--- config.mk ---
export PLATFORM = sky130hd
export DESIGN_NAME = line_number_or_text_classifier_core
export DESIGN_NICKNAME = d
export VERILOG_FILES = /design/src/design/lnc_pkg.sv /design/src/design/lnc_front.sv /design/src/design/lnc_fifo.sv /design/src/design/lnc_back.sv /design/src/design/line_number_or_text_classifier_core.sv
export VERILOG_INCLUDE_DIRS = /design/src /design/src/design
export SDC_FILE = /design/constraint.sdc
export NUM_CORES = 1
export LEC_CHECK = 0
export BUFFER_PORTS_ARGS = -buffer_cell sky130_fd_sc_hd__buf_4
export CAP_MARGIN = 10
export CORE_MARGIN = 3
export CORE_UTILIZATION = 65
export DETAILED_ROUTE_END_ITERATION = 12
export GPL_ROUTABILITY_DRIVEN = 0
export PLACE_DENSITY = 0.93
export SETUP_SLACK_MARGIN = 0.2
export SKIP_LAST_GASP = 1
export SYNTH_ARGS = -nofsm -noshare
export SYNTH_HDL_FRONTEND = slang
export SYNTH_HIERARCHICAL = 1
export SYNTH_SLANG_ARGS = --single-unit
--- constraint.sdc ---
create_clock -name i_clk -period 11.2 [get_ports i_clk]
set_clock_uncertainty 0.05 [all_clocks]
set_input_delay 2.24 -clock i_clk [delete_from_list [all_inputs] [get_ports i_clk]]
set_output_delay 2.24 -clock i_clk [all_outputs]
set_load 0.02 [all_outputs]
--- src/design/line_number_or_text_classifier_core_defines.svh ---
// Assertion macros used by the line classifier emitter (lnc_back).
`ifndef LINE_NUMBER_OR_TEXT_CLASSIFIER_CORE_DEFINES_SVH
`define LINE_NUMBER_OR_TEXT_CLASSIFIER_CORE_DEFINES_SVH

// Same-cycle implication, disabled while reset is asserted.
`define LNC_ASSERT_NOW(label, clk, rst_n, ante, cons, msg) \
    label: assert property (@(posedge clk) disable iff (!rst_n) (ante) |-> (cons)) \
        else $error(msg);

// Next-cycle implication, disabled while reset is asserted.
`define LNC_ASSERT_NEXT(label, clk, rst_n, ante, cons, msg) \
    label: assert property (@(posedge clk) disable iff (!rst_n) (ante) |=> (cons)) \
        else $error(msg);

`endif

--- src/design/lnc_pkg.sv ---
// Types and constants shared by the line classifier modules.
package lnc_pkg;

    localparam int ACC_W      = 31;
    localparam int CNT_W      = 6;
    localparam int FIFO_DEPTH = 2;
    localparam int FIFO_AW    = 1;

    localparam logic [7:0] CH_CR    = 8'd13;
    localparam logic [7:0] CH_LF    = 8'd10;
    localparam logic [7:0] CH_MINUS = 8'd45;
    localparam logic [7:0] CH_POINT = 8'd46;
    localparam logic [7:0] CH_ZERO  = 8'd48;
    localparam logic [7:0] CH_NINE  = 8'd57;

    localparam logic [ACC_W-1:0] ACC_TENTH  = 31'd214748364;
    localparam logic [3:0]       DIGIT_LIM  = 4'd7;
    localparam logic [7:0]       PLACES_MAX = 8'd255;

    typedef enum logic [1:0] {
        MODE_EMPTY  = 2'd0,
        MODE_NUMBER = 2'd1,
        MODE_TEXT   = 2'd2
    } t_mode;

    typedef enum logic [1:0] {
        KIND_NUMBER = 2'd0,
        KIND_TEXT   = 2'd1,
        KIND_EMPTY  = 2'd2
    } t_kind;

    typedef enum logic [1:0] {
        BK_IDLE = 2'd0,
        BK_READ = 2'd1,
        BK_SEND = 2'd2
    } t_back_state;

    // One finished line, handed from the classifier to the emitter.
    typedef struct packed {
        t_kind              kind;
        logic [ACC_W-1:0]   int_part;
        logic [ACC_W-1:0]   frac_value;
        logic [7:0]         frac_places;
        logic               minus_sign;
        logic [CNT_W-1:0]   cnt;
    } t_job;

    // Line buffer write port.
    typedef struct packed {
        logic               en;
        logic [CNT_W-1:0]   addr;
        logic [7:0]         data;
    } t_store_wr;

endpackage

--- src/design/lnc_front.sv ---
// Character classifier: number accumulation, mode tracking, line buffer writes.
module lnc_front #(
    parameter int LINE_CHARS = 40
) (
    input  logic               i_clk,
    input  logic               i_rst_n,
    input  logic               i_valid,
    output logic               o_ready,
    input  logic [7:0]         i_char,
    input  logic               i_fifo_full,
    input  logic               i_text_done,
    output logic               o_push,
    output lnc_pkg::t_job      o_job,
    output lnc_pkg::t_store_wr o_wr
);
    import lnc_pkg::*;

    localparam int DEPTH = LINE_CHARS - 1;
    localparam int CW    = $clog2(LINE_CHARS);

    t_mode            r_mode,  n_mode;
    logic [ACC_W-1:0] r_int,   n_int;
    logic [ACC_W-1:0] r_frac,  n_frac;
    logic             r_point, n_point;
    logic [7:0]       r_places, n_places;
    logic             r_minus, n_minus;
    logic [CW-1:0]    r_fill,  n_fill;
    logic             r_pend,  n_pend;

    logic             accept;
    logic             eol;
    logic             digit;
    logic [3:0]       dval;
    logic [ACC_W-1:0] acc_sel;
    logic             acc_ovf;
    logic [33:0]      acc_x10;
    logic [ACC_W-1:0] acc_next;

    // a text job owns the line buffer until its last character is read out
    assign o_ready = !i_fifo_full && !r_pend;
    assign accept  = i_valid && o_ready;
    assign eol     = (i_char == CH_CR) || (i_char == CH_LF);
    assign dval    = 4'(i_char - CH_ZERO);

    always_comb begin
        digit = i_char inside {[CH_ZERO:CH_NINE]};
    end

    // one shared multiply-by-ten path for whichever accumulator is active
    assign acc_sel  = r_point ? r_frac : r_int;
    assign acc_ovf  = (acc_sel > ACC_TENTH) || ((acc_sel == ACC_TENTH) && (dval > DIGIT_LIM));
    assign acc_x10  = {acc_sel, 3'b000} + {2'b00, acc_sel, 1'b0} + 34'(dval);
    assign acc_next = acc_x10[ACC_W-1:0];

    always_comb begin
        n_mode   = r_mode;
        n_int    = r_int;
        n_frac   = r_frac;
        n_point  = r_point;
        n_places = r_places;
        n_minus  = r_minus;
        n_fill   = r_fill;
        n_pend   = r_pend;
        o_push   = 1'b0;
        o_job    = '0;
        o_wr     = '0;
        if (i_text_done) begin
            n_pend = 1'b0;
        end
        if (accept) begin
            if (!eol) begin
                if (r_fill < CW'(DEPTH)) begin
                    o_wr.en   = 1'b1;
                    o_wr.addr = CNT_W'(r_fill);
                    o_wr.data = i_char;
                    n_fill    = CW'(r_fill + 1'b1);
                end
                case (r_mode)
                    MODE_NUMBER: begin
                        if (digit) begin
                            if (acc_ovf) begin
                                n_mode = MODE_TEXT;
                            end else if (r_point) begin
                                n_frac = acc_next;
                            end else begin
                                n_int = acc_next;
                            end
                            if (r_point && (r_places != PLACES_MAX)) begin
                                n_places = r_places + 8'd1;
                            end
                        end else if ((i_char == CH_POINT) && !r_point) begin
                            n_point = 1'b1;
                        end else begin
                            n_mode = MODE_TEXT;
                        end
                    end
                    MODE_EMPTY: begin
                        if (digit) begin
                            n_mode = MODE_NUMBER;
                            n_int  = ACC_W'(dval);
                        end else if (i_char == CH_MINUS) begin
                            n_mode  = MODE_NUMBER;
                            n_minus = 1'b1;
                        end else begin
                            n_mode = MODE_TEXT;
                        end
                    end
                    default: ;
                endcase
            end else begin
                o_push = 1'b1;
                if (r_mode == MODE_NUMBER) begin
                    o_job.kind        = KIND_NUMBER;
                    o_job.int_part    = r_int;
                    o_job.frac_value  = r_frac;
                    o_job.frac_places = r_places;
                    o_job.minus_sign  = r_minus;
                end else if ((r_mode != MODE_EMPTY) && (r_fill != '0)) begin
                    o_job.kind = KIND_TEXT;
                    o_job.cnt  = CNT_W'(r_fill);
                    n_pend     = 1'b1;
                end else begin
                    o_job.kind = KIND_EMPTY;
                end
                n_mode   = MODE_EMPTY;
                n_int    = '0;
                n_frac   = '0;
                n_point  = 1'b0;
                n_places = '0;
                n_minus  = 1'b0;
                n_fill   = '0;
            end
        end
    end

    always_ff @(posedge i_clk) begin
        if (!i_rst_n) begin
            r_mode   <= MODE_EMPTY;
            r_int    <= '0;
            r_frac   <= '0;
            r_point  <= 1'b0;
            r_places <= '0;
            r_minus  <= 1'b0;
            r_fill   <= '0;
            r_pend   <= 1'b0;
        end else begin
            r_mode   <= n_mode;
            r_int    <= n_int;
            r_frac   <= n_frac;
            r_point  <= n_point;
            r_places <= n_places;
            r_minus  <= n_minus;
            r_fill   <= n_fill;
            r_pend   <= n_pend;
        end
    end

endmodule

--- src/design/lnc_fifo.sv ---
// Two-entry job queue between the classifier and the emitter.
module lnc_fifo (
    input  logic          i_clk,
    input  logic          i_rst_n,
    input  logic          i_push,
    input  lnc_pkg::t_job i_job,
    output logic          o_full,
    input  logic          i_pop,
    output logic          o_valid,
    output lnc_pkg::t_job o_job
);
    import lnc_pkg::*;

    t_job               r_mem [FIFO_DEPTH];
    logic [FIFO_AW-1:0] r_wptr, n_wptr;
    logic [FIFO_AW-1:0] r_rptr, n_rptr;
    logic [FIFO_AW:0]   r_count, n_count;
    logic               do_push;
    logic               do_pop;

    assign o_full  = (r_count == (FIFO_AW + 1)'(FIFO_DEPTH));
    assign o_valid = (r_count != '0);
    assign o_job   = r_mem[r_rptr];
    assign do_push = i_push && !o_full;
    assign do_pop  = i_pop && o_valid;

    always_comb begin
        n_wptr  = do_push ? FIFO_AW'(r_wptr + 1'b1) : r_wptr;
        n_rptr  = do_pop  ? FIFO_AW'(r_rptr + 1'b1) : r_rptr;
        n_count = r_count;
        if (do_push && !do_pop) begin
            n_count = (FIFO_AW + 1)'(r_count + 1'b1);
        end else if (do_pop && !do_push) begin
            n_count = (FIFO_AW + 1)'(r_count - 1'b1);
        end
    end

    always_ff @(posedge i_clk) begin
        if (do_push) begin
            r_mem[r_wptr] <= i_job;
        end
    end

    always_ff @(posedge i_clk) begin
        if (!i_rst_n) begin
            r_wptr  <= '0;
            r_rptr  <= '0;
            r_count <= '0;
        end else begin
            r_wptr  <= n_wptr;
            r_rptr  <= n_rptr;
            r_count <= n_count;
        end
    end

endmodule

--- src/design/lnc_back.sv ---
// Result emitter: line buffer memory, text read-out sequencer, output register.
`include "line_number_or_text_classifier_core_defines.svh"

module lnc_back #(
    parameter int LINE_CHARS = 40
) (
    input  logic                   i_clk,
    input  logic                   i_rst_n,
    input  lnc_pkg::t_store_wr     i_wr,
    input  logic                   i_job_valid,
    input  lnc_pkg::t_job          i_job,
    output logic                   o_pop,
    output logic                   o_text_done,
    output logic                   o_valid,
    input  logic                   i_ready,
    output lnc_pkg::t_kind         o_kind,
    output logic [lnc_pkg::ACC_W-1:0] o_int_part,
    output logic [lnc_pkg::ACC_W-1:0] o_frac_value,
    output logic [7:0]             o_frac_places,
    output logic                   o_minus_sign,
    output logic [7:0]             o_text_char,
    output logic                   o_last
);
    import lnc_pkg::*;

    localparam int DEPTH = LINE_CHARS - 1;
    localparam int AW    = (DEPTH > 1) ? $clog2(DEPTH) : 1;

    logic [7:0]       r_line [DEPTH];
    logic [7:0]       r_rd_data;

    t_back_state      r_state, n_state;
    logic [CNT_W-1:0] r_idx,   n_idx;
    logic [CNT_W-1:0] r_cnt,   n_cnt;

    logic             r_out_valid, n_out_valid;
    t_kind            r_kind,   n_kind;
    logic [ACC_W-1:0] r_int,    n_int;
    logic [ACC_W-1:0] r_frac,   n_frac;
    logic [7:0]       r_places, n_places;
    logic             r_neg,    n_neg;
    logic [7:0]       r_char,   n_char;
    logic             r_last,   n_last;

    logic             out_free;
    logic             send_last;

    always_ff @(posedge i_clk) begin
        if (i_wr.en) begin
            r_line[i_wr.addr[AW-1:0]] <= i_wr.data;
        end
        r_rd_data <= r_line[r_idx[AW-1:0]];
    end

    assign out_free  = !r_out_valid || i_ready;
    assign send_last = (CNT_W'(r_idx + 1'b1) == r_cnt);

    always_comb begin
        n_state     = r_state;
        n_idx       = r_idx;
        n_cnt       = r_cnt;
        n_out_valid = r_out_valid && !i_ready;
        n_kind      = r_kind;
        n_int       = r_int;
        n_frac      = r_frac;
        n_places    = r_places;
        n_neg       = r_neg;
        n_char      = r_char;
        n_last      = r_last;
        o_pop       = 1'b0;
        o_text_done = 1'b0;
        case (r_state)
            BK_IDLE: begin
                if (i_job_valid && out_free) begin
                    o_pop = 1'b1;
                    if (i_job.kind == KIND_TEXT) begin
                        n_cnt   = i_job.cnt;
                        n_idx   = '0;
                        n_state = BK_READ;
                    end else begin
                        n_out_valid = 1'b1;
                        n_kind      = i_job.kind;
                        n_int       = i_job.int_part;
                        n_frac      = i_job.frac_value;
                        n_places    = i_job.frac_places;
                        n_neg       = i_job.minus_sign;
                        n_char      = '0;
                        n_last      = 1'b1;
                    end
                end
            end
            BK_READ: begin
                n_state = BK_SEND;
            end
            BK_SEND: begin
                if (out_free) begin
                    n_out_valid = 1'b1;
                    n_kind      = KIND_TEXT;
                    n_int       = '0;
                    n_frac      = '0;
                    n_places    = '0;
                    n_neg       = 1'b0;
                    n_char      = r_rd_data;
                    n_last      = send_last;
                    if (send_last) begin
                        n_state     = BK_IDLE;
                        o_text_done = 1'b1;
                    end else begin
                        n_idx   = CNT_W'(r_idx + 1'b1);
                        n_state = BK_READ;
                    end
                end
            end
            default: begin
                n_state = BK_IDLE;
            end
        endcase
    end

    always_ff @(posedge i_clk) begin
        if (!i_rst_n) begin
            r_state     <= BK_IDLE;
            r_out_valid <= 1'b0;
        end else begin
            r_state     <= n_state;
            r_out_valid <= n_out_valid;
        end
    end

    always_ff @(posedge i_clk) begin
        r_idx    <= n_idx;
        r_cnt    <= n_cnt;
        r_kind   <= n_kind;
        r_int    <= n_int;
        r_frac   <= n_frac;
        r_places <= n_places;
        r_neg    <= n_neg;
        r_char   <= n_char;
        r_last   <= n_last;
    end

    assign o_valid       = r_out_valid;
    assign o_kind        = r_kind;
    assign o_int_part    = r_int;
    assign o_frac_value  = r_frac;
    assign o_frac_places = r_places;
    assign o_minus_sign  = r_neg;
    assign o_text_char   = r_char;
    assign o_last        = r_last;

    `LNC_ASSERT_NOW(a_idx_in_range, i_clk, i_rst_n, (r_state != BK_IDLE), (r_idx < r_cnt), "read index past text length")
    `LNC_ASSERT_NEXT(a_done_marks_last, i_clk, i_rst_n, o_text_done, (r_out_valid && r_last && (r_kind == KIND_TEXT)), "text done without final text result")
    `LNC_ASSERT_NOW(a_non_text_no_char, i_clk, i_rst_n, (r_out_valid && (r_kind != KIND_TEXT)), ((r_char == '0) && r_last), "non-text result malformed")
    `LNC_ASSERT_NOW(a_pop_when_idle, i_clk, i_rst_n, o_pop, ((r_state == BK_IDLE) && out_free), "job taken while emitter busy")

endmodule

--- src/design/line_number_or_text_classifier_core.sv ---
// Top level of the line classifier: ASCII number / text line parser on stream ports.
// Path: a number or empty-line job passes the job queue, then the output register;
//   each text character is read from the buffer (READ state), then sent (SEND state).
// Throughput: one character per cycle while the job queue has room; after a text line
//   ends, input holds off until its last character is in the output register.
// Reset: synchronous active low; clears line state, job queue, emitter and output valid.
module line_number_or_text_classifier_core #(
    parameter int LINE_CHARS = 40
) (
    input  logic        i_clk,
    input  logic        i_rst_n,
    // slave side: one received character per transaction
    input  logic        i_s_axis_tvalid,
    output logic        o_s_axis_tready,
    input  logic [7:0]  i_s_axis_tdata,   // [7:0] rx_char
    // master side: one result per transaction
    output logic        o_m_axis_tvalid,
    input  logic        i_m_axis_tready,
    output logic [79:0] o_m_axis_tdata,   // [30:0] int_part, [61:31] frac_value,
                                          // [69:62] frac_places, [70] minus_sign,
                                          // [78:71] text_char, [79] zero
    output logic [1:0]  o_m_axis_tuser,   // [1:0] kind: 0 number, 1 text char, 2 empty
    output logic        o_m_axis_tlast    // last result of the line
);
    import lnc_pkg::*;

    t_job             job_in;
    t_job             job_head;
    t_store_wr        store_wr;
    logic             job_push;
    logic             job_pop;
    logic             job_valid;
    logic             fifo_full;
    logic             text_done;

    t_kind            res_kind;
    logic [ACC_W-1:0] res_int;
    logic [ACC_W-1:0] res_frac;
    logic [7:0]       res_places;
    logic             res_neg;
    logic [7:0]       res_char;

    // front: classifies each character and fills the line buffer; a line end
    // turns into one job in the queue
    lnc_front #(
        .LINE_CHARS (LINE_CHARS)
    ) u_front (
        .i_clk       (i_clk),
        .i_rst_n     (i_rst_n),
        .i_valid     (i_s_axis_tvalid),
        .o_ready     (o_s_axis_tready),
        .i_char      (i_s_axis_tdata),
        .i_fifo_full (fifo_full),
        .i_text_done (text_done),
        .o_push      (job_push),
        .o_job       (job_in),
        .o_wr        (store_wr)
    );

    // short queue so number lines can be classified while results wait downstream
    lnc_fifo u_fifo (
        .i_clk   (i_clk),
        .i_rst_n (i_rst_n),
        .i_push  (job_push),
        .i_job   (job_in),
        .o_full  (fifo_full),
        .i_pop   (job_pop),
        .o_valid (job_valid),
        .o_job   (job_head)
    );

    // back: turns jobs into result transactions, walking the buffer for text
    lnc_back #(
        .LINE_CHARS (LINE_CHARS)
    ) u_back (
        .i_clk         (i_clk),
        .i_rst_n       (i_rst_n),
        .i_wr          (store_wr),
        .i_job_valid   (job_valid),
        .i_job         (job_head),
        .o_pop         (job_pop),
        .o_text_done   (text_done),
        .o_valid       (o_m_axis_tvalid),
        .i_ready       (i_m_axis_tready),
        .o_kind        (res_kind),
        .o_int_part    (res_int),
        .o_frac_value  (res_frac),
        .o_frac_places (res_places),
        .o_minus_sign  (res_neg),
        .o_text_char   (res_char),
        .o_last        (o_m_axis_tlast)
    );

    assign o_m_axis_tdata = {1'b0, res_char, res_neg, res_places, res_frac, res_int};
    assign o_m_axis_tuser = res_kind;

endmodule
After elaboration in Yosys (flattened, before gate mapping)

Memories as Yosys holds them, arrays and structs flattened. A register that Yosys moved wholly into a read port is not among the register bits.
Cells that the tools add are included.

Reduce and logical (&&, ||, !) cells: 50
Equal/unequal tests: 25
$add $sub $neg: 10
$lt $le $gt $ge: 5
Mux-type cells: 104

Operators with widths:

| operator                                                         | count |
|---|---|
| two-way mux 31 bit                                               | 16 |
| case mux 31 bit (2 select lines)                                 | 3 |
| two-way mux 79 bit                                               | 2 |
| two-way mux 8 bit                                                | 10 |
| two-way mux 71 bit                                               | 1 |
| two-way mux 6 bit                                                | 8 |
| two-way mux 15 bit                                               | 3 |
| two-way mux 1 bit                                                | 36 |
| two-way mux 2 bit                                                | 16 |
| case mux 8 bit (2 select lines)                                  | 2 |
| adder 31 bit                                                     | 1 |
| adder 31 x 4 -> 31 bit                                           | 1 |
| == test 31 x 28 -> 1 bit (second input constant)                 | 1 |
| greater-than comparator 31 x 28 -> 1 bit (second input constant) | 1 |
| nonzero test 2 bit                                               | 12 |
| AND reduction 4 bit                                              | 5 |
| == test 8 x 4 -> 1 bit (second input constant)                   | 2 |
| == test 8 x 6 -> 1 bit (second input constant)                   | 2 |
| logical AND 1 bit                                                | 13 |
| adder 6 x 1 -> 6 bit (second input constant)                     | 2 |
| case mux 6 bit (2 select lines)                                  | 1 |
| != test 2 x 1 -> 1 bit (second input constant)                   | 5 |
| AND reduction 5 bit                                              | 2 |
| adder 8 x 1 -> 8 bit (second input constant)                     | 1 |
| 29 further kinds                                                 | 48 |

Bits in registers: 182
Memory bits (writable): 470
Input port bits: 12
Logic and storage cells: 218
Memories kept: 2

Memories:

| name          | depth | width | read ports | clocked after memory_dff | wr ports | RTL line       | source |
|---|---|---|---|---|---|---|---|
| u_back.r_line | 39    | 8     | 1          | 1                        | 1        | lnc_back.sv:29 | `logic [7:0] r_line [DEPTH];` |
| u_fifo.r_mem  | 2     | 79    | 1          | 1                        | 1        | lnc_fifo.sv:14 | `t_job r_mem [FIFO_DEPTH];` |

Logic depth before layout (Yosys ltp)

Depth after elaboration: 10
Depth in mapped cells: 19
Mapped depth without buffers: 15

Hierarchy

Netlist, hierarchy kept.

By module, submodules not included:

| module                              | seq. area each (um2) | cells an instance | instances | area each (um2) |
|---|---|---|---|---|
| lnc_back                            | 12411.9              | 944               | 1         | 16343.2 |
| lnc_front                           | 1621.6               | 846               | 1         | 6598.8 |
| lnc_fifo                            | 4844.6               | 271               | 1         | 5972.0 |
| line_number_or_text_classifier_core | 0.0                  | 3                 | 1         | 18.8 |

Least setup slack after synthesis

OpenSTA, ideal clock, no wires.

Path type: in2reg
Start point: input port i_s_axis_tdata[0]
End point: memory u_fifo/r_mem[0][0] in the netlist's numbering (enable)
Arrival time: 6.437 ns
Path buffers: 0
Path slack: 4.210 ns
Data required time: 10.647 ns
Cell stages on the path: 7
Path through: nor3b_1 -> a21oi_1 -> nor3_2 -> nand2_1 -> inv_1 -> inv_1 -> nor3_2

Word-level cells in the longest chain between the ends: 7

RTL lines:

| element                                   | RTL line                                  | source |
|---|---|---|
| start: declaration                        | line_number_or_text_classifier_core.sv:15 | `input logic [7:0] i_s_axis_tdata,` |
| == test 8 x 4 -> 1 bit                    | lnc_front.sv:42                           | `assign eol = (i_char == CH_CR) \|\| (i_char == CH_LF);` |
| logical OR 1 bit *                        | lnc_front.sv:42                           |  |
| two-way mux 1 bit *                       | lnc_front.sv:71                           | `if (!eol) begin` |
| two-way mux 1 bit *                       | lnc_front.sv:70                           | `if (accept) begin` |
| named net job_push                        | line_number_or_text_classifier_core.sv:30 | `logic job_push;` |
| logical AND 1 bit *                       | lnc_fifo.sv:24                            | `assign do_push = i_push && !o_full;` |
| two-way mux 1 bit *                       | lnc_fifo.sv:39                            | `if (do_push) begin` |
| two-way mux 1 bit (implied by the code) * | lnc_fifo.sv:40                            | `r_mem[r_wptr] <= i_job;` |
| end: declaration                          | lnc_fifo.sv:14                            |  |

Mark *: on every way through the listed nets, which the timed path passes. The rest lies on a longest branch.

==> flow_summary.toml <==
[yosys]
synth.area.top_cells = "edfxtp_1 59%, dfxtp_1 6.7%, and2_1 3.9%"
yosysMostFrequentCell = "edfxtp_1"
synth-async-reset-ratio_pct = 0
syn_area_per_cell_sq_um = 14.0
synth-main-ff-cell = "edfxtp_1"
synth_top_cells_by_count = "564 x edfxtp_1, 181 x and2_1, 133 x nand2_1"
yosysUniqueCellTypes = 80
synth_edf_count = 564
yosysTopAreaCellShare_pct = 58.5
synth_seq_cells = 661
yosysSeqAreaShare_pct = 65.2
yosys_warnings = 6
synth_top_area_cell = "edfxtp_1"
postSynthCellCount = 2064
synth_fp_nets = 2139
netlist_area_sq_mm = 0.0289

[timing]
fmax_ghz = 0.173
setup_viol = 0
rsz0062_at_grt = "no"
tightest_slew_ns = 1.20
maxSlewHeadroom_pct = 19.8
setup_tns_ns = 0
period_share_pct = 51.7
fin_crit_ns = 5.79
hold_violations = 0
slew_viol_final = 0

[worst_setup_path]
r2r_end = "u_back/r_line[37][2]"
critPathMaxFanout = 36
r2r-start = "u_fifo/r_count[0]"
slowest_delay_ns = 0.76
crit_type = "in -> reg"
worstPathCellList = "buf_4 > nor2b_1 > a21oi_1 > or3_1 > buf_4 > and3_1 > and2_1 > nor2b_1 > nand3_1 > nor2_1"
worst_setup_path_start_kind = "input pin"
crit_arrival_ns = 6.01
required_ns = 11.42
critPathSlowestCell = "and3_1"
ff2ff_path_depth = 9
end_kind = "register"
timing.critical_path.buf_inv = 2
crit_family = "simple AND/OR/NAND/NOR gates"
reg2reg_setup_slack_ns = 6.45

[cells_and_area]
final_cells = 2769
final_layout_size_suffix_gt1_share_pct = 17.5
syn2layout_area_growth_pct = 10.5
layout.nets = 2206

[pwr]
p_leak_nw = 12.0
ir_drop_v = 0.000153
powerDensity_mw_per_mm2 = 150

[place]
place_hpwl_mm = 42.9
dp.cells = 2653
io_buffers = 95

[cts]
clock-sinks = 661
root_buffer = "clkbuf_16"
htree_levels = 2
clockBufferDepth = 3
ctsHoldBuffers = 0
cts_buffers = 60
cts_tree = "done"
postCtsSetupRepairBufs = 0
clk_latency_ns = 0.64
clk_pin_slew_ns = 0.07
cts_resized = 0

[floorplan]
fp.dieH_microns = 217
rows = 76
die_area_sq_mm = 0.0471
core_sq_mm = 0.0436
initial_core_util_pct = 66.4
io_pins = 97
dieWidth_microns = 217

[drt]
drt_pre_antenna_iters = 6
wl_per_cell_microns = 25.6
vias = 18600
drc_errors = 0
vias_per_cell = 6.72
wl_mm = 71.0
drt-initial-drc-count = 3037
postRouteAntennaNets = 0

[global_routing]
grt_antenna_before_repair = 2
grt_max_degree = 133
track_usage_pct = 29.9
grt_pass1_vias = 18100
grt_pass1_wl_mm = 108
grt-ovfl-total = 0

[min_path]
hold_depth = 2
hold_path_class = "reg -> reg"
worstHoldStart = "u_front/r_int[14]"
min_to = "u_front/r_int[14]"

[status]
status = "finished clean"

[flow_run]
cap_violations = 0
==> sequential cells by signal, indices dropped and copies added, names as in the netlist, 2 cells and up, named ones only <==
| signal | count |
|---|---|
| u_back/r_line | 312 |
| u_fifo/r_mem | 158 |
| u_back/o_frac_value | 31 |
| u_back/o_int_part | 31 |
| u_front/r_frac | 31 |
| u_front/r_int | 31 |
| u_back/o_frac_places | 8 |
| u_back/o_text_char | 8 |
| u_back/r_rd_data | 8 |
| u_front/r_places | 8 |
| u_back/r_cnt | 6 |
| u_back/r_idx | 6 |
| u_front/r_fill | 6 |
| u_back/o_kind | 2 |
| u_back/r_state | 2 |
| u_fifo/r_count | 2 |
| u_front/r_mode | 2 |
==> worst max-delay path by stage <==
stage / from / endpoint / slack [ns] / depth (start not counted)
floorplan: i_s_axis_tdata[0] / u_fifo/r_mem[0][0] / 4.21 / 7
global placement: i_s_axis_tdata[0] / u_back/r_line[37][5] / 5.29 / 10
detailed placement: i_s_axis_tdata[0] / u_back/r_line[37][1] / 4.94 / 10
CTS: i_s_axis_tdata[0] / u_back/r_line[37][0] / 5.56 / 10
global route: i_s_axis_tdata[0] / u_back/r_line[17][6] / 5.22 / 10
finish: i_s_axis_tdata[0] / u_back/r_line[37][2] / 5.41 / 10
==> layout by cell type, fill, tap and decap left out, types with 8 or more instances in the layout <==
master	count
o21ai_0	42
a21o_1	11
and2_1	174
inv_1	21
o211ai_1	11
and3_1	13
a21oi_1	41
mux2i_1	113
ha_1	61
nor3_1	22
mux2_2	100
nand4_1	20
nand2_1	133
o21ai_1	12
a21boi_0	24
a31oi_1	8
clkbuf_1	14
mux4_2	24
nor2_1	126
dfxtp_1	95
xnor2_1	23
a22o_1	17
nand2b_1	14
mux2_4	10
nor2b_1	22
a21boi_1	15
o22ai_1	9
a22oi_1	34
xor2_1	24
nand3_1	72
buf_4	108
edfxtp_1	564
clkinv_2	13
clkbuf_16	60
==> power by group <==
part	switching, mW	leakage [nW]	internal (mW)
logic	0.0616	5.04	0.0174
registers	0.00609	6.03	2.66
clock network	0.909	0.971	1.16
total	0.977	12.0	3.83
==> worst register-to-register path, delay by kind of cell, from the launching register on <==
| family | cells | cell delay [ns] |
|---|---|---|
| buffers and inverters | 1 | 0.10 |
| and+or+nand+nor | 8 | 3.80 |
| DFF | 1 | 0.44 |
==> area by class of cell <==
cell class                      count  area (sq um)
Fill cell                        2453         11600
Multi-Input combinational cell   1276          9440
Inverter                           22          82.6
Sequential cell                   661         18900
Tap cell                          585           732
Antenna cell                        1          2.50
Timing Repair Buffer              110           836
Clock inverter                     33           349
Clock buffer                       81          1650
==> cells by family after synthesis <==
family | Yosys count | share of synthesized area, %
AO/OA/AOI/OAI | 268 | 6.45
XOR/XNOR | 47 | 1.42
adder cells (fa/ha/maj) | 63 | 2.78
buffers and inverters | 127 | 2.24
flip-flops | 661 | 65.2
multiplexers | 248 | 10.2
other | 1 | 0.0130
AND/OR/NAND/NOR | 649 | 11.6
==> metal layers <==
layer  GRT usage, %  share of wire [%]  vias to the layer above
met2           46.1                 46                     1510
li1               -                  -                     7826
met3           6.63                 13                      273
met1           42.7                 37                     8995
met5              0              0.018                        -
met4           10.6                3.8                        2
==> stage by stage <==
stage | total power, mW | hold slack [ns] | setup WS [ns] | cell area [sq um] | utilization, %
detailed placement | 2.79 | 0.415 | 4.94 | 30000 | 68.8
global placement | 2.79 | 0.408 | 5.29 | 30000 | 68.8
finish | 4.81 | 0.423 | 5.41 | 32000 | 73.4
CTS | 4.82 | 0.423 | 5.56 | 32000 | 73.4
floorplan | 2.76 | 0.379 | 4.21 | 28900 | -
global route | 4.92 | 0.437 | 5.22 | 32000 | 73.4
(Power assumes the default switching activity.)
